### src/hdl/varint_sign_magnitude_decoder_top_assert.svh
// Assertion macros for the varint decoder RTL.
`ifndef VARINT_SIGN_MAGNITUDE_DECODER_TOP_ASSERT_SVH
`define VARINT_SIGN_MAGNITUDE_DECODER_TOP_ASSERT_SVH

// Same-cycle implication, checked out of reset.
`define VSMD_ASSERT_NOW(label, ante, cons) \
	label: assert property (@(posedge clk) disable iff (!arst_n) (ante) |-> (cons)) \
		else $error("assertion failed");

// Next-cycle implication, checked out of reset.
`define VSMD_ASSERT_NEXT(label, ante, cons) \
	label: assert property (@(posedge clk) disable iff (!arst_n) (ante) |=> (cons)) \
		else $error("assertion failed");

`endif

### src/hdl/vsmd_pkg.sv
// Constants for the sign-magnitude varint decoder.
`timescale 1ns / 1ps
package vsmd_pkg;
	localparam int unsigned CONT_BIT   = 7;
	localparam int unsigned SIGN_BIT   = 6;
	localparam int unsigned GROUP_BITS = 7;
	localparam int unsigned TOP_BITS   = 6;
	localparam int unsigned POS_W      = 7;
	localparam int unsigned OUT_W      = 64;
	localparam logic [POS_W-1:0] POS_MAX  = 7'd127;
	localparam logic [POS_W-1:0] POS_STEP = 7'd7;
endpackage

### src/hdl/varint_sign_magnitude_decoder_top.sv
// Top level of the sign-magnitude varint decoder.
`timescale 1ns / 1ps
// Usage:
//   Byte channel: data_byte and is_signed, taken when byte_valid is high and
//   byte_stall is low. Bit 7 set marks a continuation word; bits 6..0 go into
//   the accumulator 7 bits at a time, least significant group first. A word
//   with bit 7 clear ends the value: bit 6 is the sign, bits 5..0 the top bits.
//   Result channel: value, sign_ignored and overflow, taken when value_valid is
//   high and value_stall is low. One result per final word, none otherwise.
//   Path: a final word is held in the input register, then in the result register.
//   Throughput: one word per cycle while byte_stall is low; the input register
//   feeds one pass of shift, OR and conditional negate into accumulator or result.
//   Stall: continuation words keep flowing while a result waits. A final word
//   waits in the input register while the result register is full and
//   stalled, and byte_stall is raised until it can move.
//   Reset: arst_n clears the accumulator, bit position, overflow flag and all
//   valid flags; no result is pending after reset.
//   value is VALUE_WIDTH bits wide internally, zero-extended to 64 bits.
module varint_sign_magnitude_decoder_top #(
	parameter int unsigned VALUE_WIDTH = 64
) (
	input  logic                      clk,
	input  logic                      arst_n,
	input  logic                      byte_valid,
	output logic                      byte_stall,
	input  logic [7:0]                data_byte,
	input  logic                      is_signed,
	output logic                      value_valid,
	input  logic                      value_stall,
	output logic [vsmd_pkg::OUT_W-1:0] value,
	output logic                      sign_ignored,
	output logic                      overflow
);
	import vsmd_pkg::*;

	`include "varint_sign_magnitude_decoder_top_assert.svh"

	localparam int unsigned WIDE_W = VALUE_WIDTH + GROUP_BITS;
	localparam logic [POS_W-1:0] WIDTH_POS = POS_W'(VALUE_WIDTH);

	// Input register
	logic                   valid_s1;
	logic [7:0]             byte_s1;
	logic                   signed_s1;

	// Decode state
	logic [VALUE_WIDTH-1:0] acc_q;
	logic [POS_W-1:0]       pos_q;
	logic                   ovf_q;

	// Result register
	logic                   value_valid_q;
	logic [VALUE_WIDTH-1:0] value_q;
	logic                   sign_ignored_q;
	logic                   overflow_q;

	logic                   final_s1;
	logic                   adv_s1;
	logic                   byte_take;
	logic [GROUP_BITS-1:0]  grp;
	logic [WIDE_W-1:0]      placed_wide;
	logic [VALUE_WIDTH-1:0] placed_lo;
	logic                   placed_ovf;
	logic [VALUE_WIDTH-1:0] mag;
	logic                   sign;
	logic [POS_W:0]         pos_sum;
	logic [POS_W-1:0]       pos_next;

	assign final_s1  = !byte_s1[CONT_BIT];
	// A final word needs room in the result register; continuation words never wait.
	assign adv_s1    = valid_s1 && (!final_s1 || !value_valid_q || !value_stall);
	assign byte_stall = valid_s1 && !adv_s1;
	assign byte_take = byte_valid && !byte_stall;

	always_comb begin
		if (final_s1) begin
			grp = {1'b0, byte_s1[TOP_BITS-1:0]};
		end else begin
			grp = byte_s1[GROUP_BITS-1:0];
		end
		placed_wide = WIDE_W'(grp) << pos_q;
		if (pos_q >= WIDTH_POS) begin
			placed_lo  = '0;
			placed_ovf = |grp;
		end else begin
			placed_lo  = placed_wide[VALUE_WIDTH-1:0];
			placed_ovf = |placed_wide[WIDE_W-1:VALUE_WIDTH];
		end
		mag     = acc_q | placed_lo;
		sign    = byte_s1[SIGN_BIT];
		pos_sum = {1'b0, pos_q} + {1'b0, POS_STEP};
		// Saturate the position instead of wrapping
		if (pos_sum > {1'b0, POS_MAX}) begin
			pos_next = POS_MAX;
		end else begin
			pos_next = pos_sum[POS_W-1:0];
		end
	end

	always_ff @(posedge clk or negedge arst_n) begin
		if (!arst_n) begin
			valid_s1 <= 1'b0;
		end else if (byte_take) begin
			valid_s1 <= 1'b1;
		end else if (adv_s1) begin
			valid_s1 <= 1'b0;
		end
	end

	always_ff @(posedge clk) begin
		if (byte_take) begin
			byte_s1   <= data_byte;
			signed_s1 <= is_signed;
		end
	end

	always_ff @(posedge clk or negedge arst_n) begin
		if (!arst_n) begin
			acc_q <= '0;
			pos_q <= '0;
			ovf_q <= 1'b0;
		end else if (adv_s1) begin
			if (final_s1) begin
				acc_q <= '0;
				pos_q <= '0;
				ovf_q <= 1'b0;
			end else begin
				acc_q <= mag;
				pos_q <= pos_next;
				ovf_q <= ovf_q | placed_ovf;
			end
		end
	end

	always_ff @(posedge clk or negedge arst_n) begin
		if (!arst_n) begin
			value_valid_q <= 1'b0;
		end else if (adv_s1 && final_s1) begin
			value_valid_q <= 1'b1;
		end else if (!value_stall) begin
			value_valid_q <= 1'b0;
		end
	end

	always_ff @(posedge clk) begin
		if (adv_s1 && final_s1) begin
			// Negate modulo 2^VALUE_WIDTH in signed mode when the sign bit is set
			if (signed_s1 && sign) begin
				value_q <= '0 - mag;
			end else begin
				value_q <= mag;
			end
			sign_ignored_q <= !signed_s1 && sign;
			overflow_q     <= ovf_q | placed_ovf;
		end
	end

	assign value_valid  = value_valid_q;
	assign value        = OUT_W'(value_q);
	assign sign_ignored = sign_ignored_q;
	assign overflow     = overflow_q;

	`VSMD_ASSERT_NOW(a_stall_only_on_full_result, byte_stall,
		valid_s1 && final_s1 && value_valid_q && value_stall)
	`VSMD_ASSERT_NEXT(a_final_clears_state, adv_s1 && final_s1,
		pos_q == '0 && acc_q == '0 && !ovf_q)
	`VSMD_ASSERT_NEXT(a_cont_advances_pos,
		adv_s1 && !final_s1 && pos_q <= (POS_MAX - POS_STEP),
		pos_q == $past(pos_q) + POS_STEP)
endmodule

### config.mk
export PLATFORM = sky130hd
export DESIGN_NAME = varint_sign_magnitude_decoder_top
export DESIGN_NICKNAME = d
export VERILOG_FILES = /design/src/hdl/vsmd_pkg.sv /design/src/hdl/varint_sign_magnitude_decoder_top.sv
export VERILOG_INCLUDE_DIRS = /design/src /design/src/hdl
export SDC_FILE = /design/constraint.sdc
export NUM_CORES = 1
export LEC_CHECK = 0
export BUFFER_PORTS_ARGS = -buffer_cell sky130_fd_sc_hd__buf_2
export CELL_PAD_IN_SITES_DETAIL_PLACEMENT = 1
export CELL_PAD_IN_SITES_GLOBAL_PLACEMENT = 1
export CORE_MARGIN = 2
export CORE_UTILIZATION = 45
export DETAILED_ROUTE_END_ITERATION = 16
export PLACE_DENSITY = 0.79
export SYNTH_ARGS = -nofsm -noshare
export SYNTH_HDL_FRONTEND = slang
export SYNTH_SLANG_ARGS = --single-unit
### constraint.sdc
create_clock -name clk -period 5.3 [get_ports clk]
set_clock_uncertainty 0.15 [all_clocks]
set_input_delay 0.265 -clock clk [delete_from_list [all_inputs] [get_ports clk]]
set_output_delay 0.265 -clock clk [all_outputs]
set_load 0.02 [all_outputs]
### Word-level counts from Yosys, hierarchy flattened

Cells that the tools add are included.

* register bits after elaboration: 149
* input port bits: 13
* output and inout bits: 68
* word-level logic and storage cells: 47

* $add $sub $neg: 2
* order comparisons: 2
* equality and inequality tests: 1
* shifts and indexed selects: 1
* mux-type cells: 12
* bitwise gates (word level): 2
* reductions and logical operators: 17

Operator list (number)
* 64-bit two-way mux: 3
* 7-bit by 7-bit << shifter with 71-bit output: 1
* 64-bit OR: 1
* 1-bit by 64-bit subtractor with 64-bit output (first input constant): 1
* 7-bit two-way mux: 3
* 7-bit OR reduction: 2
* 7-bit by 3-bit adder with 8-bit output (second input constant): 1
* 8-bit by 7-bit > comparator with 1-bit output (second input constant): 1
* 7-bit greater-or-equal comparator (second input constant): 1
* 1-bit logical AND: 6
* 1-bit zero test: 6
* 1-bit two-way mux: 6
* 1-bit logical OR: 2
* 2-bit by 1-bit inequality test with 1-bit output (second input constant): 1
* 2-bit nonzero test: 1
* 1-bit OR: 1

### Logic depth before layout (Yosys ltp)

* depth in word-level cells: 9
* depth in mapped cells: 15
* depth with buffers taken out: 12

### Worst setup path after synthesis

No wires, ideal clock.

* kind: register to register
* start: reg byte_s1[7]
* end: reg overflow_q, in the netlist overflow, enable pin
* setup time: 456 ps
* arrival time: 3146 ps
* data required time: 4694 ps
* setup slack: 1548 ps
* stages on the path, launching flop included: 6
* path buffers: 2
* period minus slack after synthesis: 3752 ps
* cell sequence: edfxtp_1 -> clkbuf_1 -> nand2_1 -> nand2_1 -> inv_2 -> buf_1

* word-level cells in the longest chain between the ends: 4
* elaborated cells between the ends (all ways): 5
* classes of those cells: reduce/logical (5)

Ends and longest elaborated chain
* from (decl): line varint_sign_magnitude_decoder_top.sv:43 `logic [7:0] byte_s1;`
* from (signal assigned): line varint_sign_magnitude_decoder_top.sv:112 `byte_s1 <= data_byte;`
* 1-bit logical OR (2 in series): line varint_sign_magnitude_decoder_top.sv:71 `assign adv_s1 = valid_s1 && (!final_s1 || !value_valid_q || !value_stall);`
* 1-bit logical AND: line varint_sign_magnitude_decoder_top.sv:71
* 1-bit logical AND *: line varint_sign_magnitude_decoder_top.sv:146 `if (adv_s1 && final_s1) begin`
* to (signal assigned): line varint_sign_magnitude_decoder_top.sv:154 `overflow_q <= ovf_q | placed_ovf;`
* to (decl): line varint_sign_magnitude_decoder_top.sv:55 `logic overflow_q;`

Every way passes the cells marked *; elsewhere a longest branch is shown, timed or not.
A chain may end at the register's enable or synchronous reset.

### Worst setup path after layout

* start: reg pos_q[0]
* end: reg value_q[63], in the netlist value[63] (data pin)

* word-level cells in the longest chain between the ends: 5
* elaborated cells between the ends (all ways): 6
* classes of those cells: add/sub (1); order compare (1); shift (1); mux (2); bitwise (1)

Ends and longest elaborated chain
* from (decl): line varint_sign_magnitude_decoder_top.sv:48 `logic [POS_W-1:0] pos_q;`
* from (signal assigned): line varint_sign_magnitude_decoder_top.sv:129 `pos_q <= pos_next;`
* 7-bit greater-or-equal comparator or 7-bit by 7-bit << shifter with 71-bit output (tied branches): line varint_sign_magnitude_decoder_top.sv:82, varint_sign_magnitude_decoder_top.sv:81
* 64-bit two-way mux *: line varint_sign_magnitude_decoder_top.sv:82 `if (pos_q >= WIDTH_POS) begin`
* 64-bit OR *: line varint_sign_magnitude_decoder_top.sv:89 `mag = acc_q | placed_lo;`
* 1-bit by 64-bit subtractor with 64-bit output: line varint_sign_magnitude_decoder_top.sv:149 `value_q <= '0 - mag;`
* 64-bit two-way mux *: line varint_sign_magnitude_decoder_top.sv:148 `if (signed_s1 && sign) begin`
* to (signal assigned): line varint_sign_magnitude_decoder_top.sv:149
* to (signal assigned): line varint_sign_magnitude_decoder_top.sv:151 `value_q <= mag;`
* to (decl): line varint_sign_magnitude_decoder_top.sv:53 `logic [VALUE_WIDTH-1:0] value_q;`

Marks and branches as above.

==> flow_metrics.py <==
metrics = {
    "timing": {
        "min_period_ns": 4.60,
        "worst_pin_slew_ns": 1.09,
        "tns_ns": 0,
        "setup_viol": 0,
        "slew_viol_final": 0,
        "layout_setup_ws_ns": 0.703,
        "slew_headroom_pct": 27.2,
        "fmax_mhz": 218,
        "fin_crit_sh_pct": 86.7,
        "final-hold-violation-count": 0,
        "fin_hold_ws_ns": 0.347,
        "rsz0062_at_grt": "no",
    },
    "worst_setup_path": {
        "cp-end-kind": "flop",
        "critPathLaunchType": "flop",
        "cp_common_cell": "and4_1",
        "crit_type": "flop to flop",
        "cpPeakStageDelay_ns": 0.97,
        "cp_data_required_time_ns": 5.33,
        "crit_path_max_fanout": 31,
        "critPathSlowestCell": "dfrtp_1",
        "r2r_cells": 9,
        "crit_arrival_ns": 4.62,
        "worstPathCellList": "mux2i_1, a22oi_1, a22o_1, a2111oi_0, and4_1, and4_1, nand3_1, o21ai_1, xor2_1",
    },
    "logic_synthesis": {
        "syn-cell-area_um2": 8230,
        "synth_ff_type": "edfxtp_1",
        "synth.yosys.seq_area_share_pct": 49.9,
        "yosys.area.top_type": "edfxtp_1",
        "ys_warn_count": 0,
        "synthTopCellsByArea": "edfxtp_1 27%, dfrtp_1 23%, a21oi_1 6.6%, nor2_1 4.8%, xnor2_1 3.4%",
        "synth_most_common_cell": "a21oi_1",
        "ys_top_cells_by_count": "109 x a21oi_1, 106 x nor2_1, 75 x edfxtp_1",
        "yosysTopAreaCellShare_pct": 27.4,
        "yosysUniqueCellTypes": 80,
        "syn-num-nets": 867,
        "synth_cells": 852,
        "async_flop_share_pct": 49.7,
        "postSynthAreaPerCell_um2": 9.66,
        "synth-edff-count": 75,
        "ys_seq_elements": 149,
    },
    "cells_and_area": {
        "area_growth_pct": 17.2,
        "drive_gt1_share_pct": 16.4,
        "stdcell_area_um2": 9640,
        "post-route-util_pct": 53.7,
        "diodes": 0,
        "fin_nets": 947,
    },
    "global_routing": {
        "grt_max_degree": 75,
        "grt_pass1_wl_mm": 43.0,
        "grt_pass1_vias": 7478,
        "globalRouteTotalUtil_pct": 28.4,
        "antenna_found_initial": 0,
        "gr-total-overflow": 0,
    },
    "drt": {
        "postRouteWirelength_mm": 27.2,
        "vias_per_cell": 6.22,
        "post_drt_wl_per_cell_um": 23.2,
        "vias": 7306,
        "drc": 0,
        "dr.first_iter.drc_count": 682,
        "dr.pass1.iters": 5,
        "ant_nets": 0,
    },
    "cts": {
        "clock_sinks": 149,
        "insertion_delay_ns": 0.44,
        "postCtsSetupBuffers": 0,
        "htree_levels": 4,
        "cts_made_buffers": 17,
        "clockBufferDepth": 2,
        "cts_tree": "built",
        "clk_pin_slew_ns": 0.07,
        "root_buffer": "clkbuf_16",
    },
    "floorplan": {
        "fp.coreArea_um2": 18000,
        "fp-row-count": 49,
        "ios": 81,
        "initial_core_util_pct": 45.8,
        "die-area_um2": 19400,
        "die_w_um": 139,
        "fp.dieH_um": 139,
    },
    "power": {
        "leakagePower_nw": 4.01,
        "power.density_nw_per_um2": 589,
        "ir_drop_v": 0.000281,
    },
    "place": {
        "dpl_cell_area_um2": 8860,
        "port_buffers": 80,
        "gp_congestion": 0.963,
        "post-place-ws_ns": 0.865,
        "hpwlAfterDp_mm": 18.6,
    },
    "outcome": {
        "status": "finished clean",
    },
    "worst_hold_path": {
        "hold_depth": 2,
        "min_path_type": "flop to flop",
    },
    "job": {
        "drv_cap": 0,
    },
}
## kinds of logic (layout without fill, tap and decap cells)
family                   Yosys count  after routing  share of synthesized area, %
AND/OR/NAND/NOR                  312            312                          19.1
multiplexers                      12             12                          1.66
buffers and inverters             63            156                          3.27
flip-flops                       149            149                          49.9
AO/OA/AOI/OAI                    252            252                          19.2
adder cells (fa/ha/maj)            2              2                         0.304
XOR/XNOR                          62             62                          6.60
## where the power goes
| group | internal, mW | leakage, nW | switching [mW] |
|---|---|---|---|
| sequential | 1.50 | 1.74 | 0.187 |
| clock | 0.882 | 0.319 | 0.506 |
| combinational | 0.846 | 1.94 | 1.75 |
## area by class of cell
cell class	instances	area, um2
fillers	2030	8320
inverters	11	43.8
repair buffers	113	681
flip-flops and latches	149	4100
clock buffers	19	433
well taps	229	287
multi-input cells	640	3870
clock inverters	13	228
## flip-flops by register name (all words and copies together) (netlist names), 7 cells and up
register / cells
byte_s1: 8
value: 64
pos_q: 7
acc_q: 64
## per-layer routing
metal,share of wire (%),wire length (um),track usage (%),up-vias
li1,-,-,-,3302
met1,44,11900,37.9,3678
met2,48,13000,46.7,266
met3,5.5,1500,4.23,60
met4,3.0,803,11.9,0
met5,0,0,0,-
## path summary, 6_finish.rpt
path / slack, ns / endpoint / start
min in group asynchronous: 0.38 / valid_s1$_DFFE_PN0P_ / arst_n
min reg2reg: 0.35 / acc_q[48]$_DFFE_PN0P_ / acc_q[48]$_DFFE_PN0P_
min: 0.35 / acc_q[48]$_DFFE_PN0P_ / acc_q[48]$_DFFE_PN0P_
max reg2reg: 0.70 / value[63]$_DFFE_PP_ / pos_q[0]$_DFFE_PN0P_
max in group asynchronous: 3.92 / acc_q[4]$_DFFE_PN0P_ / arst_n
max: 0.70 / value[63]$_DFFE_PP_ / pos_q[0]$_DFFE_PN0P_
## placed cells by master (no fill, tap or decap), types with 7 or more instances in the layout
master and n:
nand2_1 62, nand4_1 11, clkbuf_16 17, dfrtp_1 74
nor2_1 106, edfxtp_1 75, mux2i_1 8, o21ai_0 22
and3_1 8, a31oi_1 25, nand3_1 24, buf_2 79
and2_1 18, nand2b_1 7, xor2_1 30, dlygate4sd3_1 12
nor3_1 28, o21ai_1 20, a21oi_1 109, xnor2_1 32
inv_1 10, buf_4 22
## metrics by stage
step	instances	total power [mW]
after floorplan	852	3.42
after global placement	1130	4.14
after detailed placement	1130	4.21
after CTS	1174	5.64
after global routing	1174	5.95
final	1174	5.68
## critical path: cells and delay by family (launching register included)
kind / cells / cell delay (ns)
flops: 1 / 0.97
simple gates: 3 / 1.00
compound gates: 4 / 1.79
mux: 1 / 0.32
xor+xnor: 1 / 0.10
## what timing repair did
action	in CTS	in global routing
resized for setup	0	0
hold endpoints to repair	85	0
setup endpoints to repair	0	0
hold buffers	12	0
No activity file was read; power rests on OpenSTA's default activity.
